--- src/sv/h2r_pkg.sv ---
// ---------------------------------------------------------------------------
// h2r_pkg
// Shared types and constants for the HSV to RGBA pixel converter.
// ---------------------------------------------------------------------------
`timescale 1ns / 1ps

package h2r_pkg;

   localparam int HUE_W   = 15;
   localparam int FRAC_W  = 9;
   localparam int PROD_W  = 17;   // val * sat, up to 65536
   localparam int WGT_W   = 12;   // sector weight, up to 3840
   localparam int SUM_W   = 28;   // channel numerator, up to 65536 * 3840
   localparam int CHAN_W  = 8;

   localparam logic [HUE_W-1:0]  HUE_FULL    = 15'd23040;
   localparam logic [HUE_W-1:0]  HUE_SECTOR  = 15'd3840;
   localparam logic [HUE_W-1:0]  HUE_PAIR    = 15'd7680;
   localparam logic [FRAC_W-1:0] Q_ONE       = 9'd256;

   // 255 / (65536 * 3840) == 17 / 2^24 exactly
   localparam logic [4:0]        SCALE_MUL   = 5'd17;
   localparam int                SCALE_SHIFT = 24;
   localparam logic [CHAN_W-1:0] CHAN_MAX    = 8'hFF;
   localparam logic [CHAN_W-1:0] ALPHA       = 8'hFF;

   // 60-degree hue sectors
   localparam logic [2:0] SECT_RED     = 3'd0;
   localparam logic [2:0] SECT_YELLOW  = 3'd1;
   localparam logic [2:0] SECT_GREEN   = 3'd2;
   localparam logic [2:0] SECT_CYAN    = 3'd3;
   localparam logic [2:0] SECT_BLUE    = 3'd4;
   localparam logic [2:0] SECT_MAGENTA = 3'd5;

   typedef struct packed {
      logic [2:0]        sector;
      logic [WGT_W-1:0]  weight;  // 3840 - |phase - 3840| in hue units
      logic [FRAC_W-1:0] sat;
      logic [FRAC_W-1:0] val;
   } front_type;

   typedef struct packed {
      logic [SUM_W-1:0] red;
      logic [SUM_W-1:0] green;
      logic [SUM_W-1:0] blue;
   } sum_type;

endpackage

--- src/sv/h2r_front.sv ---
// ---------------------------------------------------------------------------
// h2r_front
// Input stage: hue wrap, sat/val clamp, sector select and sector weight.
// ---------------------------------------------------------------------------
`timescale 1ns / 1ps

module h2r_front
   import h2r_pkg::*;
(
   input  logic              clock,
   input  logic              reset,
   input  logic              en,
   input  logic              in_valid,
   input  logic [HUE_W-1:0]  in_hue,
   input  logic [FRAC_W-1:0] in_sat,
   input  logic [FRAC_W-1:0] in_val,
   output logic              out_valid,
   output front_type         out_data
);

   logic             valid_ff;
   front_type        data_ff;
   front_type        data_in;
   logic [HUE_W-1:0] hue_w;
   logic [HUE_W-1:0] phase;

   always_comb begin
      hue_w = (in_hue >= HUE_FULL) ? (in_hue - HUE_FULL) : in_hue;

      if (hue_w >= 5 * HUE_SECTOR) begin
         data_in.sector = SECT_MAGENTA;
      end else if (hue_w >= 4 * HUE_SECTOR) begin
         data_in.sector = SECT_BLUE;
      end else if (hue_w >= 3 * HUE_SECTOR) begin
         data_in.sector = SECT_CYAN;
      end else if (hue_w >= 2 * HUE_SECTOR) begin
         data_in.sector = SECT_GREEN;
      end else if (hue_w >= HUE_SECTOR) begin
         data_in.sector = SECT_YELLOW;
      end else begin
         data_in.sector = SECT_RED;
      end

      // hue modulo two sectors
      if (hue_w >= 2 * HUE_PAIR) begin
         phase = HUE_W'(hue_w - 2 * HUE_PAIR);
      end else if (hue_w >= HUE_PAIR) begin
         phase = hue_w - HUE_PAIR;
      end else begin
         phase = hue_w;
      end

      if (phase >= HUE_SECTOR) begin
         data_in.weight = WGT_W'(HUE_PAIR - phase);
      end else begin
         data_in.weight = WGT_W'(phase);
      end

      data_in.sat = (in_sat > Q_ONE) ? Q_ONE : in_sat;
      data_in.val = (in_val > Q_ONE) ? Q_ONE : in_val;
   end

   always_ff @(posedge clock) begin
      if (reset) begin
         valid_ff <= 1'b0;
      end else if (en) begin
         valid_ff <= in_valid;
      end
   end

   always_ff @(posedge clock) begin
      if (en) begin
         data_ff <= data_in;
      end
   end

   assign out_valid = valid_ff;
   assign out_data  = data_ff;

endmodule

--- src/sv/h2r_chroma.sv ---
// ---------------------------------------------------------------------------
// h2r_chroma
// Three stages: chroma product, secondary product and offset, then
// per-channel numerators routed by sector.
// ---------------------------------------------------------------------------
`timescale 1ns / 1ps

module h2r_chroma
   import h2r_pkg::*;
(
   input  logic      clock,
   input  logic      reset,
   input  logic      en,
   input  logic      in_valid,
   input  front_type in_data,
   output logic      out_valid,
   output sum_type   out_data
);

   // stage A: chroma
   logic              a_valid_ff;
   logic [PROD_W-1:0] a_chroma_ff;
   logic [FRAC_W-1:0] a_val_ff;
   logic [WGT_W-1:0]  a_weight_ff;
   logic [2:0]        a_sector_ff;
   logic [PROD_W-1:0] a_chroma_in;

   // stage B: secondary and offset
   logic              b_valid_ff;
   logic [SUM_W-1:0]  b_second_ff;
   logic [PROD_W-1:0] b_offset_ff;
   logic [PROD_W-1:0] b_chroma_ff;
   logic [2:0]        b_sector_ff;
   logic [SUM_W-1:0]  b_second_in;
   logic [PROD_W-1:0] b_offset_in;

   // stage C: routed numerators
   logic              c_valid_ff;
   sum_type           c_sum_ff;
   sum_type           c_sum_in;
   logic [SUM_W:0]    c_full;
   logic [SUM_W:0]    c_base;
   logic [SUM_W-1:0]  c_prim;
   logic [SUM_W-1:0]  c_off;

   assign a_chroma_in = PROD_W'(in_data.val * in_data.sat);

   assign b_second_in = SUM_W'(a_chroma_ff * a_weight_ff);
   assign b_offset_in = {a_val_ff, 8'b0} - a_chroma_ff;

   always_comb begin
      // x * 3840 == (x << 12) - (x << 8)
      c_full = {b_chroma_ff, 12'b0} - {4'b0, b_chroma_ff, 8'b0};
      c_base = {b_offset_ff, 12'b0} - {4'b0, b_offset_ff, 8'b0};
      c_prim = SUM_W'(c_full + c_base);
      c_off  = SUM_W'(c_base);
      c_sum_in.red   = c_off;
      c_sum_in.green = c_off;
      c_sum_in.blue  = c_off;
      case (b_sector_ff)
         SECT_RED: begin
            c_sum_in.red   = c_prim;
            c_sum_in.green = SUM_W'(b_second_ff + c_off);
         end
         SECT_YELLOW: begin
            c_sum_in.red   = SUM_W'(b_second_ff + c_off);
            c_sum_in.green = c_prim;
         end
         SECT_GREEN: begin
            c_sum_in.green = c_prim;
            c_sum_in.blue  = SUM_W'(b_second_ff + c_off);
         end
         SECT_CYAN: begin
            c_sum_in.green = SUM_W'(b_second_ff + c_off);
            c_sum_in.blue  = c_prim;
         end
         SECT_BLUE: begin
            c_sum_in.red   = SUM_W'(b_second_ff + c_off);
            c_sum_in.blue  = c_prim;
         end
         default: begin
            c_sum_in.red   = c_prim;
            c_sum_in.blue  = SUM_W'(b_second_ff + c_off);
         end
      endcase
   end

   always_ff @(posedge clock) begin
      if (reset) begin
         a_valid_ff <= 1'b0;
         b_valid_ff <= 1'b0;
         c_valid_ff <= 1'b0;
      end else if (en) begin
         a_valid_ff <= in_valid;
         b_valid_ff <= a_valid_ff;
         c_valid_ff <= b_valid_ff;
      end
   end

   always_ff @(posedge clock) begin
      if (en) begin
         a_chroma_ff <= a_chroma_in;
         a_val_ff    <= in_data.val;
         a_weight_ff <= in_data.weight;
         a_sector_ff <= in_data.sector;
         b_second_ff <= b_second_in;
         b_offset_ff <= b_offset_in;
         b_chroma_ff <= a_chroma_ff;
         b_sector_ff <= a_sector_ff;
         c_sum_ff    <= c_sum_in;
      end
   end

   assign out_valid = c_valid_ff;
   assign out_data  = c_sum_ff;

endmodule

--- src/sv/h2r_scale.sv ---
// ---------------------------------------------------------------------------
// h2r_scale
// Scales one channel numerator to 0..255 with truncation and saturation.
// ---------------------------------------------------------------------------
`timescale 1ns / 1ps

module h2r_scale
   import h2r_pkg::*;
(
   input  logic              clock,
   input  logic              en,
   input  logic [SUM_W-1:0]  in_sum,
   output logic [CHAN_W-1:0] out_chan
);

   localparam int MUL_W = SUM_W + 5;

   logic [MUL_W-1:0]  scaled;
   logic [CHAN_W-1:0] chan_in;
   logic [CHAN_W-1:0] chan_ff;

   assign scaled  = MUL_W'(in_sum * SCALE_MUL);
   assign chan_in = (scaled[MUL_W-1:SCALE_SHIFT+CHAN_W] != '0) ? CHAN_MAX :
                    scaled[SCALE_SHIFT+CHAN_W-1:SCALE_SHIFT];

   always_ff @(posedge clock) begin
      if (en) begin
         chan_ff <= chan_in;
      end
   end

   assign out_chan = chan_ff;

endmodule

--- src/sv/hsv_to_rgb_pixel.sv ---
// Each pixel passes the front, chroma and scale stages to the result.
// One pixel per cycle unless stalled; five register stages advance together.
// A stall on the result side holds the whole pipeline; req_stall follows it.
// Reset clears all stage valid bits; no results are pending after reset.
// ---------------------------------------------------------------------------
// hsv_to_rgb_pixel
// HSV pixel to packed RGBA word converter, five-stage pipeline.
// ---------------------------------------------------------------------------
`timescale 1ns / 1ps

module hsv_to_rgb_pixel
   import h2r_pkg::*;
(
   input  logic              clock,
   input  logic              reset,
   input  logic              req_valid,
   output logic              req_stall,
   input  logic [HUE_W-1:0]  req_hue,
   input  logic [FRAC_W-1:0] req_sat,
   input  logic [FRAC_W-1:0] req_val,
   output logic              rsp_valid,
   input  logic              rsp_stall,
   output logic [31:0]       rsp_pixel_word
);

   logic              en;
   logic              front_valid;
   front_type         front_data;
   logic              sum_valid;
   sum_type           sum_data;
   logic              out_valid_ff;
   logic [CHAN_W-1:0] red;
   logic [CHAN_W-1:0] green;
   logic [CHAN_W-1:0] blue;

   assign en        = !(out_valid_ff && rsp_stall);
   assign req_stall = !en;

   h2r_front u_front (
      .clock     (clock),
      .reset     (reset),
      .en        (en),
      .in_valid  (req_valid),
      .in_hue    (req_hue),
      .in_sat    (req_sat),
      .in_val    (req_val),
      .out_valid (front_valid),
      .out_data  (front_data)
   );

   h2r_chroma u_chroma (
      .clock     (clock),
      .reset     (reset),
      .en        (en),
      .in_valid  (front_valid),
      .in_data   (front_data),
      .out_valid (sum_valid),
      .out_data  (sum_data)
   );

   h2r_scale u_scale_red (
      .clock    (clock),
      .en       (en),
      .in_sum   (sum_data.red),
      .out_chan (red)
   );

   h2r_scale u_scale_green (
      .clock    (clock),
      .en       (en),
      .in_sum   (sum_data.green),
      .out_chan (green)
   );

   h2r_scale u_scale_blue (
      .clock    (clock),
      .en       (en),
      .in_sum   (sum_data.blue),
      .out_chan (blue)
   );

   always_ff @(posedge clock) begin
      if (reset) begin
         out_valid_ff <= 1'b0;
      end else if (en) begin
         out_valid_ff <= sum_valid;
      end
   end

   assign rsp_valid      = out_valid_ff;
   assign rsp_pixel_word = {red, green, blue, ALPHA};

endmodule

--- config.mk ---
export PLATFORM = sky130hd
export DESIGN_NAME = hsv_to_rgb_pixel
export DESIGN_NICKNAME = d
export VERILOG_FILES = /design/src/sv/h2r_pkg.sv /design/src/sv/h2r_front.sv /design/src/sv/h2r_chroma.sv /design/src/sv/h2r_scale.sv /design/src/sv/hsv_to_rgb_pixel.sv
export SDC_FILE = /design/constraint.sdc
export NUM_CORES = 1
export LEC_CHECK = 0
export ABC_AREA = 1
export BUFFER_PORTS_ARGS = -buffer_cell sky130_fd_sc_hd__buf_2
export CORE_ASPECT_RATIO = 0.5
export CORE_UTILIZATION = 50
export DETAILED_ROUTE_END_ITERATION = 10
export GPL_TIMING_DRIVEN = 1
export PLACE_DENSITY = 0.66
export SLEW_MARGIN = 20
export SYNTH_ARGS = -nofsm -noshare
export SYNTH_HDL_FRONTEND = slang
export SYNTH_SLANG_ARGS = --single-unit
--- constraint.sdc ---
create_clock -name clock -period 13.17 [get_ports clock]
set_input_delay 2.634 -clock clock [delete_from_list [all_inputs] [get_ports clock]]
set_output_delay 2.634 -clock clock [all_outputs]
set_load 0.01 [all_outputs]
* Yosys cells after proc, flatten, opt, wreduce, memory -nomap -nowiden
Cells that the tools add are included.
** Cells by class
- Mux-type cells :: 11
- Order comparisons :: 10
- $add $sub $neg :: 9
- Multiply operators :: 5
- Equal/unequal tests :: 4
- Reduce and logical (&&, ||, !) cells :: 9
** Operators with widths (number)
- case mux 28 bit (2 select lines) :: 3
- multiplier 28 x 5 -> 33 bit (second input constant) :: 3
- adder 28 bit :: 2
- subtractor 28 x 25 -> 28 bit :: 2
- 2-to-1 mux 15 bit :: 3
- greater-or-equal comparator 15 x 12 -> 1 bit (second input constant) :: 2
- greater-or-equal comparator 15 x 13 -> 1 bit (second input constant) :: 2
- greater-or-equal comparator 15 x 14 -> 1 bit (second input constant) :: 2
- greater-or-equal comparator 15 bit (second input constant) :: 2
- multiplier 17 x 12 -> 28 bit :: 1
- greater-than comparator 9 bit (second input constant) :: 2
- multiplier 9 x 9 -> 17 bit :: 1
- subtractor 17 bit :: 1
- subtractor 15 x 13 -> 15 bit (second input constant) :: 1
- subtractor 15 x 14 -> 15 bit (second input constant) :: 1
- subtractor 15 bit (second input constant) :: 1
- OR reduction 2 bit :: 7
- 2-to-1 mux 12 bit :: 1
- subtractor 12 bit (first input constant) :: 1
- equality test 3 x 2 -> 1 bit (second input constant) :: 2
- 2-to-1 mux 3 bit :: 2
- equality test 3 x 1 -> 1 bit (second input constant) :: 1
- equality test 3 bit (second input constant) :: 1
- zero test 3 bit :: 1
- 2 further kinds :: 3
** Storage, ports and cells
- Input bits :: 37
- Register bits :: 252
- Logic and storage cells :: 72
- Output and inout port bits :: 34

* Logic depth before layout (Yosys ltp)
- Word-level depth :: 7
- Mapped depth :: 25
- Gate-level depth less buffers :: 25

* Modules after synthesis
From an unflattened synthesis, not the netlist that was laid out.
** Second synthesis, totals
- Cell total of the unflattened synthesis :: 3651
- Area total of the unflattened synthesis :: 28591.2 um2
** By module, submodules not included
- h2r_chroma :: area each 20358.3 um2, cells an instance 2400, times used 1
- h2r_scale :: area each 1976.9 um2, cells an instance 323, times used 3
- h2r_front :: area each 2195.9 um2, cells an instance 268, times used 1
- hsv_to_rgb_pixel :: area each 106.4 um2, cells an instance 14, times used 1

* Least setup slack after synthesis
Ideal clock, no wire load.
- Path type :: input -> output
- From :: input port rsp_stall
- To :: output port req_stall
- Path slack :: 1.576 ns
- Path buffers :: 0
- Arrival time :: 8.960 ns
- Required time :: 10.536 ns
- Cell stages on the path :: 2
- Cell sequence :: nand2_1 inv_1
** On the way
- Word-level cells in the longest chain between the ends :: 1
** RTL lines
- start: declaration :: line hsv_to_rgb_pixel.sv:22 : input logic rsp_stall,
- logical AND 1 bit :: line hsv_to_rgb_pixel.sv:36 : assign en = !(out_valid_ff && rsp_stall);
- end: declaration :: line hsv_to_rgb_pixel.sv:17 : output logic req_stall,
Every way passes these cells.

* Final worst setup path
Ends and elaborated chain as after synthesis.

==> key figures <==
Detailed routing
  • DRT iter0 DRCs: 1632
  • Initial DRT Pass Iterations: 6
  • Routed wire length: 63800 microns
  • Total number of vias: 20676
  • Antenna-violating nets left: 0
  • Drt wl/cell: 16.7 microns
  • DRC Markers: 0
  • Vias/cell: 5.40

Global routing
  • First-pass GRT wire length: 102000 microns
  • All-Layer GR Usage: 0.240
  • Largest net degree at the start of global routing: 75
  • Vias in the first global route: 19909
  • Initial antenna violation count: 7
  • Remaining global-route overflow: 0

STA
  • RSZ-0062 raised after global routing: no
  • Setup violations, final: 0
  • Worst Clk Skew: 28.1 ps
  • Normalized max-slew margin: 0.345
  • Post-layout min period: 6330 ps
  • Achievable Freq: 0.158 GHz
  • Slew Viols, Final: 0
  • Final period util: 0.480
  • Worst Hold Slack: 416 ps
  • Setup TNS: 0 ps
  • Slew @ Worst Pin: 982 ps
  • Final hold viol count: 0

Place
  • Routability Congestion: 0.957
  • Buffers on Ports: 62
  • Dpl cells: 3780
  • Hpwl dp: 51100 microns

Yosys
  • Main synth FF type: edfxtp_1
  • Post-synth EDFFs: 246
  • Post-Synthesis Cells: 3095
  • Yosys warning total: 0
  • Number of library cell types mapped by synthesis: 53
  • Syn avg cell area: 8.51 sq um
  • Yosys reg bits: 251
  • Asr flop ratio synth: 0
  • Sequential-to-total area share from yosys stat: 0.284
  • Mapped Area: 26300 sq um

CTS
  • Clock Sinks: 251
  • H-tree level count: 1
  • Clock insertion delay at the later pin of the skew report: 570 ps
  • Post-CTS Resized: 0
  • Setup Fix Bufs, Post-CTS: 0
  • Max clock buf depth: 3
  • TritonCTS Buffers: 26
  • Root Driver: clkbuf_16
  • Hold buffers post-CTS: 0
  • Clock transition at path regs: 60 ps
  • CTS tree: yes

Floorplan
  • Initial core utilization: 0.507
  • Die area: 53700 sq um
  • Die Y: 164 microns
  • Site Rows: 59
  • Core Region: 52000 sq um
  • Die width: 327 microns
  • I/O Pins: 71

Worst setup path
  • Startpoint types: input port
  • Reg2Reg Depth: 20
  • WP depth: 4
  • R2R Setup Slk: 7300 ps
  • Critical Path RT: 10540 ps
  • Worst path cell trace: buf_2, nand2_4, inv_1, buf_2
  • Crit path max-delay family: buffers and inverters
  • Max incr delay on CP: 500 ps
  • Critical path arrival: 3690 ps
  • Top cell by count, worst path: buf_2
  • Worst Setup Path Type: in -> out
  • Worst path bufs/invs: 3
  • Slowest CP cell: nand2_4
  • Critical Path Sink Type: output port
  • Worst-path maximum fanout: 54

Hold path
  • Hold crit path type: reg -> reg
  • Hold path depth: 0

Status
  • Outcome: finished, final reports clean

Cells and area
  • Post-route insts no fill: 3832
  • Multi-input combinational cell area: 16300 sq um
  • Number of filler cells placed in the layout: 4817
  • Area grow syn2layout: 6.77%
  • Final #Nets: 3667
  • Layout cells sized above 1: 0.0496
  • Area of all sequential standard cells: 7490 sq um

Run
  • Maxcap violations: 0
-- synth_stat cells, types with 3 or more instances --
cell | count | share of area
a211oi_1 | 6 | 0.0017
a21boi_0 | 4 | 0.0011
a21o_1 | 18 | 0.0051
a21oi_1 | 182 | 0.035
a221oi_1 | 5 | 0.0017
a31o_2 | 4 | 0.0013
a31oi_1 | 9 | 0.0021
buf_4 | 9 | 0.0026
clkbuf_1 | 80 | 0.011
clkinv_1 | 3 | 0.00043
dfxtp_1 | 5 | 0.0038
edfxtp_1 | 246 | 0.28
fa_1 | 213 | 0.16
ha_1 | 310 | 0.15
inv_1 | 571 | 0.081
inv_2 | 5 | 0.00071
nand2_1 | 707 | 0.10
nand2_2 | 10 | 0.0024
nand2_4 | 3 | 0.0013
nand3_1 | 141 | 0.027
nand3b_1 | 8 | 0.0023
nand4_1 | 37 | 0.0088
nor2_1 | 157 | 0.022
nor2_2 | 6 | 0.0014
nor3_1 | 22 | 0.0042
nor4_1 | 15 | 0.0036
o211ai_1 | 23 | 0.0066
o21a_1 | 8 | 0.0023
o21ai_0 | 98 | 0.019
o21bai_1 | 7 | 0.0020
o221ai_1 | 29 | 0.0096
o22ai_1 | 5 | 0.0012
o31ai_1 | 10 | 0.0028
or2_2 | 4 | 0.00095
xnor2_1 | 43 | 0.014
xor2_1 | 70 | 0.023
-- final timing paths --
kind / from / to
worst min register to register: u_front.out_data[19] / u_chroma.a_weight_ff[1]
worst max-delay path: rsp_stall / req_stall
worst max register to register: u_chroma.a_chroma_ff[6] / u_chroma.b_second_ff[22]
worst min-delay path: u_front.out_data[19] / u_chroma.a_weight_ff[1]
-- layout make-up --
| type | instances | area share |
|---|---|---|
| clock inverter | 20 | 0.00703 |
| antenna | 4 | 0.000356 |
| multi-input combinational | 2179 | 0.581 |
| timing repair buffer | 70 | 0.0132 |
| sequential | 251 | 0.266 |
| inverter | 579 | 0.0773 |
| tap | 701 | 0.0312 |
| clock buffer | 28 | 0.0242 |
-- state kept, by name, summed over array words and instances, names as in the netlist, 9 cells and up --
name and count:
u_chroma.b_chroma_ff 17, u_chroma.b_second_ff 28, u_chroma.b_offset_ff 16, u_chroma.a_val_ff 9, u_chroma.a_chroma_ff 17, u_front.out_data 33, u_chroma.out_data 84, u_chroma.a_weight_ff 12
-- cell usage in the layout, fill, tap and decap left out, types with 9 or more instances in the layout --
master	instances
xnor2_1	43
o31ai_1	10
clkbuf_16	27
nand3_1	141
a21o_1	18
o211ai_1	23
nor2_1	157
nor3_1	22
ha_1	310
o221ai_1	29
edfxtp_1	246
o21ai_0	97
inv_1	571
a21oi_1	182
nand2_2	10
fa_1	213
nand2_1	706
nand4_1	37
xor2_1	70
nor4_1	15
buf_2	62
a31oi_1	9
-- kinds of logic (layout without fill, tap and decap cells) --
group / Yosys count / after routing / synth area share
compound gates: 418 / 418 / 0.0939
xor+xnor: 114 / 114 / 0.0382
fa+ha+maj: 523 / 523 / 0.309
buf+inv: 672 / 697 / 0.0971
flops: 251 / 251 / 0.284
other cells: 1 / 12 / 0.000142
simple gates: 1116 / 1116 / 0.177
-- routing by layer --
metal | routed length (microns) | part of all wire | track usage | vias to the layer above
met5 | 13 | 0.00020 | 0 | -
met3 | 4140 | 0.065 | 0.0357 | 96
met2 | 28400 | 0.44 | 0.385 | 589
met1 | 29700 | 0.47 | 0.340 | 9877
met4 | 1550 | 0.024 | 0.0635 | 2
li1 | - | - | - | 10112
-- per-stage QoR --
stage | util | worst slack [ps] | area [sq um]
final | 0.541 | 6840 | 28100
after global routing | 0.541 | 6710 | 28100
after CTS | 0.541 | 6810 | 28100
after detailed placement | 0.524 | 6810 | 27200
after global placement | 0.524 | 6860 | 27200
after floorplan | - | 1580 | 26400
Power is left out: the tool's default activity adds up to more than one toggle a clock period on the data nets, which glitch-free logic cannot reach.
